File: src/rtl/rsx_regfile.sv
// Register file: two mirrored synchronous memories, valid bits and write forwarding.
`timescale 1ns / 1ps
`default_nettype none
module rsx_regfile (
    input  wire logic        i_clk,
    input  wire logic        i_rst_n,
    input  wire logic        i_rd_en,
    input  wire logic [4:0]  i_rd_a,
    input  wire logic [4:0]  i_rd_b,
    input  wire logic [4:0]  i_rd_c,
    output logic      [31:0] o_rd_a,
    output logic      [31:0] o_rd_b,
    output logic      [31:0] o_rd_c,
    input  wire logic        i_wr_en,
    input  wire logic [4:0]  i_wr_idx,
    input  wire logic [31:0] i_wr_data
);

    logic [31:0] r_mem_bc [32];
    logic [31:0] r_mem_a  [32];
    logic [31:0] r_valid;
    logic [31:0] r_dout_a;
    logic [31:0] r_dout_b;
    logic [31:0] r_dout_c;
    logic [4:0]  r_idx_a;
    logic [4:0]  r_idx_b;
    logic [4:0]  r_idx_c;
    logic        r_vld_a;
    logic        r_vld_b;
    logic        r_vld_c;
    logic        r_fw_vld;
    logic [4:0]  r_fw_idx;
    logic [31:0] r_fw_val;

    always_ff @(posedge i_clk) begin
        if (i_wr_en) begin
            r_mem_bc[i_wr_idx] <= i_wr_data;
            r_mem_a[i_wr_idx]  <= i_wr_data;
        end
        if (i_rd_en) begin
            r_dout_a <= r_mem_a[i_rd_a];
            r_dout_b <= r_mem_bc[i_rd_b];
            r_dout_c <= r_mem_bc[i_rd_c];
            r_idx_a  <= i_rd_a;
            r_idx_b  <= i_rd_b;
            r_idx_c  <= i_rd_c;
            r_vld_a  <= r_valid[i_rd_a];
            r_vld_b  <= r_valid[i_rd_b];
            r_vld_c  <= r_valid[i_rd_c];
        end
        if (i_wr_en) begin
            r_fw_idx <= i_wr_idx;
            r_fw_val <= i_wr_data;
        end
    end

    always_ff @(posedge i_clk) begin
        if (!i_rst_n) begin
            r_valid  <= '0;
            r_fw_vld <= 1'b0;
        end else begin
            if (i_wr_en) begin
                r_valid[i_wr_idx] <= 1'b1;
                r_fw_vld          <= 1'b1;
            end else if (i_rd_en) begin
                r_fw_vld <= 1'b0;
            end
        end
    end

    // A write that lands at or after the read edge overrides the stale memory word.
    always_comb begin
        o_rd_a = (r_fw_vld && r_fw_idx == r_idx_a) ? r_fw_val : (r_vld_a ? r_dout_a : '0);
        o_rd_b = (r_fw_vld && r_fw_idx == r_idx_b) ? r_fw_val : (r_vld_b ? r_dout_b : '0);
        o_rd_c = (r_fw_vld && r_fw_idx == r_idx_c) ? r_fw_val : (r_vld_c ? r_dout_c : '0);
    end

endmodule
`default_nettype wire

File: config.mk
export PLATFORM = sky130hd
export DESIGN_NAME = rsx_regfile
export DESIGN_NICKNAME = d
export VERILOG_FILES = /design/src/rtl/rsx_regfile.sv
export SDC_FILE = /design/constraint.sdc
export NUM_CORES = 2
export LEC_CHECK = 0
export ABC_AREA = 0
export BUFFER_PORTS_ARGS = -buffer_cell sky130_fd_sc_hd__buf_2
export CAP_MARGIN = 25
export CORE_MARGIN = 1
export CORE_UTILIZATION = 35
export CTS_CLUSTER_DIAMETER = 30
export DETAILED_ROUTE_END_ITERATION = 10
export MAX_ROUTING_LAYER = met4
export PLACE_DENSITY = 0.58
export SYNTH_ARGS = -nofsm -noshare
export SYNTH_HDL_FRONTEND = slang
export SYNTH_SLANG_ARGS = --single-unit
File: constraint.sdc
create_clock -name i_clk -period 8.5 [get_ports i_clk]
set_clock_uncertainty 0.15 [all_clocks]
set_input_delay 0.85 -clock i_clk [delete_from_list [all_inputs] [get_ports i_clk]]
set_output_delay 0.85 -clock i_clk [all_outputs]
set_load 0.01 [all_outputs]
==> impl_metrics.tcl <==
set metrics [dict create \
    yosysMostFrequentCell "mux2i_1" \
    antenna_found_initial 20 \
    r2r_slack_ps 6540 \
    fp.dieArea_mm2 0.189 \
    slew_viol_final 0 \
    initial_utilization 0.353 \
    synth_common_cells "1,584 x mux2i_1, 1,175 x edfxtp_1, 494 x nand2_1, 299 x nand3_1" \
    seq_area_frac_synth 0.548 \
    drtAntennaViolNets 0 \
    ff_latch_area_mm2 0.0359 \
    grt_pass1_vias 49000 \
    finalHoldViolCount 0 \
    cts_tree "built" \
    grt_max_degree 114 \
    post_cts.resized_instances 0 \
    fin_ws_ps 3760 \
    max_cap_viol_count 0 \
    max_slew_margin 0.241 \
    wirelength_mm 246 \
    clk_latency_ps 900 \
    grt_pass1_wl_mm 347 \
    setup.worst_path.end_class "output pin" \
    wl_per_cell_um 30.6 \
    rsz0062_at_grt "false" \
    cts.sinks 1208 \
    cp_slowest_cell "buf_4" \
    cp_data_required_time_ps 7500 \
    fmax_ghz 0.211 \
    fin_area_mm2 0.0780 \
    critPathBufInv 2 \
    power_density_mw_per_mm2 251 \
    multiInputGateArea_mm2 0.0273 \
    root_buffer "clkbuf_16" \
    hold_buffers 0 \
    ioPinCount 152 \
    cts_max_level 5 \
    critical_path_depth 7 \
    critPathKind "reg2out" \
    die_x_um 435 \
    rows 158 \
    syn_inst 5223 \
    syn_area_per_cell_um2 12.6 \
    num-nets-final 5385 \
    grt_util_all_layers 0.258 \
    grt.overflow.total 0 \
    start_kind "flop" \
    fin_setup_tns_ps 0 \
    post_cts_buffers 0 \
    startpoint "r_idx_a[2]$_DFFE_PP_" \
    die_h_um 435 \
    crit_chain "xor2_1, nor4_1, and3_4, buf_4, nand2_1, o21ai_1, buf_2" \
    crit_end "o_rd_a[19]" \
    area_delta_synth_final_pct 18.9 \
    slowest_delay_ps 670 \
    r2r-start "r_mem_bc[2][19]$_DFFE_PP_" \
    via_count 48900 \
    drive_gt1_frac 0.135 \
    power_leakage_nw 30.0 \
    path_delay_family "buffers and inverters" \
    fin_crit_ps 4740 \
    core-area_mm2 0.186 \
    clkTransAtPathRegs_ps 50 \
    async_reset_ff_frac 0 \
    fill_cells 17000 \
    cp_max_fo 64 \
    route.detailed.drc 0 \
    clk_path_buf_depth 4 \
    synth_top_area_cell "edfxtp_1" \
    io_buffers 151 \
    hold_class "in2reg" \
    worst_pin_slew_ps 1140 \
    hold_path_depth 1 \
    dp_hpwl_mm 134 \
    finalSetupViolCount 0 \
    gp_congestion 0.850 \
    synth_ff_type "edfxtp_1" \
    drt_iter0_markers 5078 \
    synth-edff-count 1175 \
    syn_area_mm2 0.0657 \
    dp_slack_ps 3910 \
    yosysTopAreaCellShare 0.537 \
    vias_per_cell 6.08 \
    synth_fp_nets 5279 \
    worst_ep_arrival_time_ps 3740 \
    dr.pass1.iters 6 \
    reg2reg_to "r_dout_b[19]$_DFFE_PP_" \
    outcome "complete, no violations" \
    ys_top_cells_by_area "edfxtp_1 54%, mux2i_1 24%, a22oi_1 3.4%, nand2_1 2.8%, a22o_1 2.6%" \
    place_area_mm2 0.0682 \
    peakVddDrop_mv 0.160 \
    yosys_warnings 0 \
    synth.distinct_cells 33 \
    fin_crit_sh 0.558 \
    reg2reg_depth 5 \
    synth_seq_cells 1208 \
    cts-buffers-inserted 289 \
]
-- layout make-up --
cell class / count / area share
sequential: 1208 / 0.461
multi-input combinational: 3581 / 0.350
clock buffer: 330 / 0.0975
tap: 2480 / 0.0398
clock inverter: 174 / 0.0281
timing repair buffer: 249 / 0.0232
antenna: 15 / 0.000481
-- through the flow --
step	hold slack, ps	cells	total power [mW]	utilization
final	106	8037	19.6	0.420
after global placement	342	7517	8.48	0.367
after global routing	73.2	8036	20.1	0.420
after floorplan	332	5223	7.84	-
after detailed placement	355	7517	8.49	0.367
after CTS	67.2	8021	19.7	0.420
-- logic make-up after synthesis --
group                     count (synthesis)  share of synthesized area
AOI/OAI and AO/OA                      1020                      0.104
and+or+nand+nor                         962                     0.0641
muxes                                  1584                      0.242
buffers and inverters                   434                     0.0413
DFF                                    1208                      0.548
xor gates and xnor gates                 15                    0.00200
-- layer usage --
metal,part of all wire,global-route usage,wire (um),vias to the layer above
li1,-,-,-,20600
met1,0.40,0.314,97300,24700
met2,0.46,0.404,114000,2811
met3,0.088,0.0553,21600,695
met4,0.052,0.134,12900,0
met5,0,-,0,-
-- power by group --
| part | leakage (nW) | internal [mW] | total [mW] | switching [mW] |
|---|---|---|---|---|
| Clock | 4.71 | 7.78 | 11.2 | 3.42 |
| Sequential | 11.0 | 6.71 | 6.82 | 0.113 |
| Combinational | 14.4 | 0.522 | 1.60 | 1.08 |
| Total | 30.0 | 15.0 | 19.6 | 4.61 |
-- how the worst min path moves through the flow --
stage / from / end / slack [ps]
2_1_floorplan: r_valid[0]$_SDFFE_PN0P_ / r_valid[0]$_SDFFE_PN0P_ / 330
5_1_grt: i_rd_a[4] / r_idx_a[4]$_DFFE_PP_ / 70
3_3_place_gp: r_valid[28]$_SDFFE_PN0P_ / r_valid[28]$_SDFFE_PN0P_ / 340
4_1_cts: i_rd_b[0] / r_idx_b[0]$_DFFE_PP_ / 70
6_report: i_rd_a[4] / r_idx_a[4]$_DFFE_PP_ / 110
3_5_place_dp: r_valid[29]$_SDFFE_PN0P_ / r_valid[29]$_SDFFE_PN0P_ / 350
-- state kept, by name, indices dropped and copies added (netlist names) --
register,flops
r_valid,32
r_idx_b,5
r_vld_a,1
r_dout_b,32
r_mem_bc,1024
r_fw_val,32
r_dout_c,32
r_idx_a,5
r_fw_idx,5
r_dout_a,32
r_vld_c,1
r_idx_c,5
r_fw_vld,1
r_vld_b,1
-- cells in the final DEF, fill, tap and decap left out, types with 2 or more instances in the layout --
| cell type | Yosys | layout |
|---|---|---|
| a21oi_1 | 297 | 297 |
| a22o_1 | 198 | 198 |
| a22oi_1 | 297 | 297 |
| a31oi_1 | 99 | 99 |
| and2_4 | 0 | 3 |
| and3_4 | 0 | 3 |
| buf_12 | 0 | 21 |
| buf_2 | 71 | 147 |
| buf_4 | 100 | 76 |
| buf_8 | 7 | 3 |
| bufinv_16 | 0 | 47 |
| clkbuf_1 | 163 | 30 |
| clkbuf_16 | 0 | 299 |
| clkinv_1 | 0 | 35 |
| clkinv_2 | 0 | 35 |
| clkinv_4 | 0 | 11 |
| clkinv_8 | 0 | 2 |
| clkinvlp_4 | 0 | 31 |
| dfxtp_1 | 33 | 33 |
| diode_2 | 0 | 15 |
| edfxtp_1 | 1175 | 1175 |
| inv_6 | 0 | 13 |
| mux2i_1 | 1584 | 1584 |
| nand2_1 | 494 | 491 |
| nand2_2 | 0 | 3 |
| nand2b_2 | 0 | 6 |
| nand3_1 | 299 | 299 |
| nand3b_1 | 5 | 5 |
| nor2_1 | 34 | 2 |
| nor2_4 | 0 | 35 |
| nor2b_4 | 0 | 6 |
| nor3_1 | 99 | 99 |
| nor4_1 | 3 | 3 |
| o21a_1 | 33 | 33 |
| o21ai_1 | 96 | 96 |
| or2_2 | 0 | 3 |
| xnor2_1 | 3 | 3 |
| xor2_1 | 12 | 12 |
Note: power is estimated with default switching activity, not from simulation.
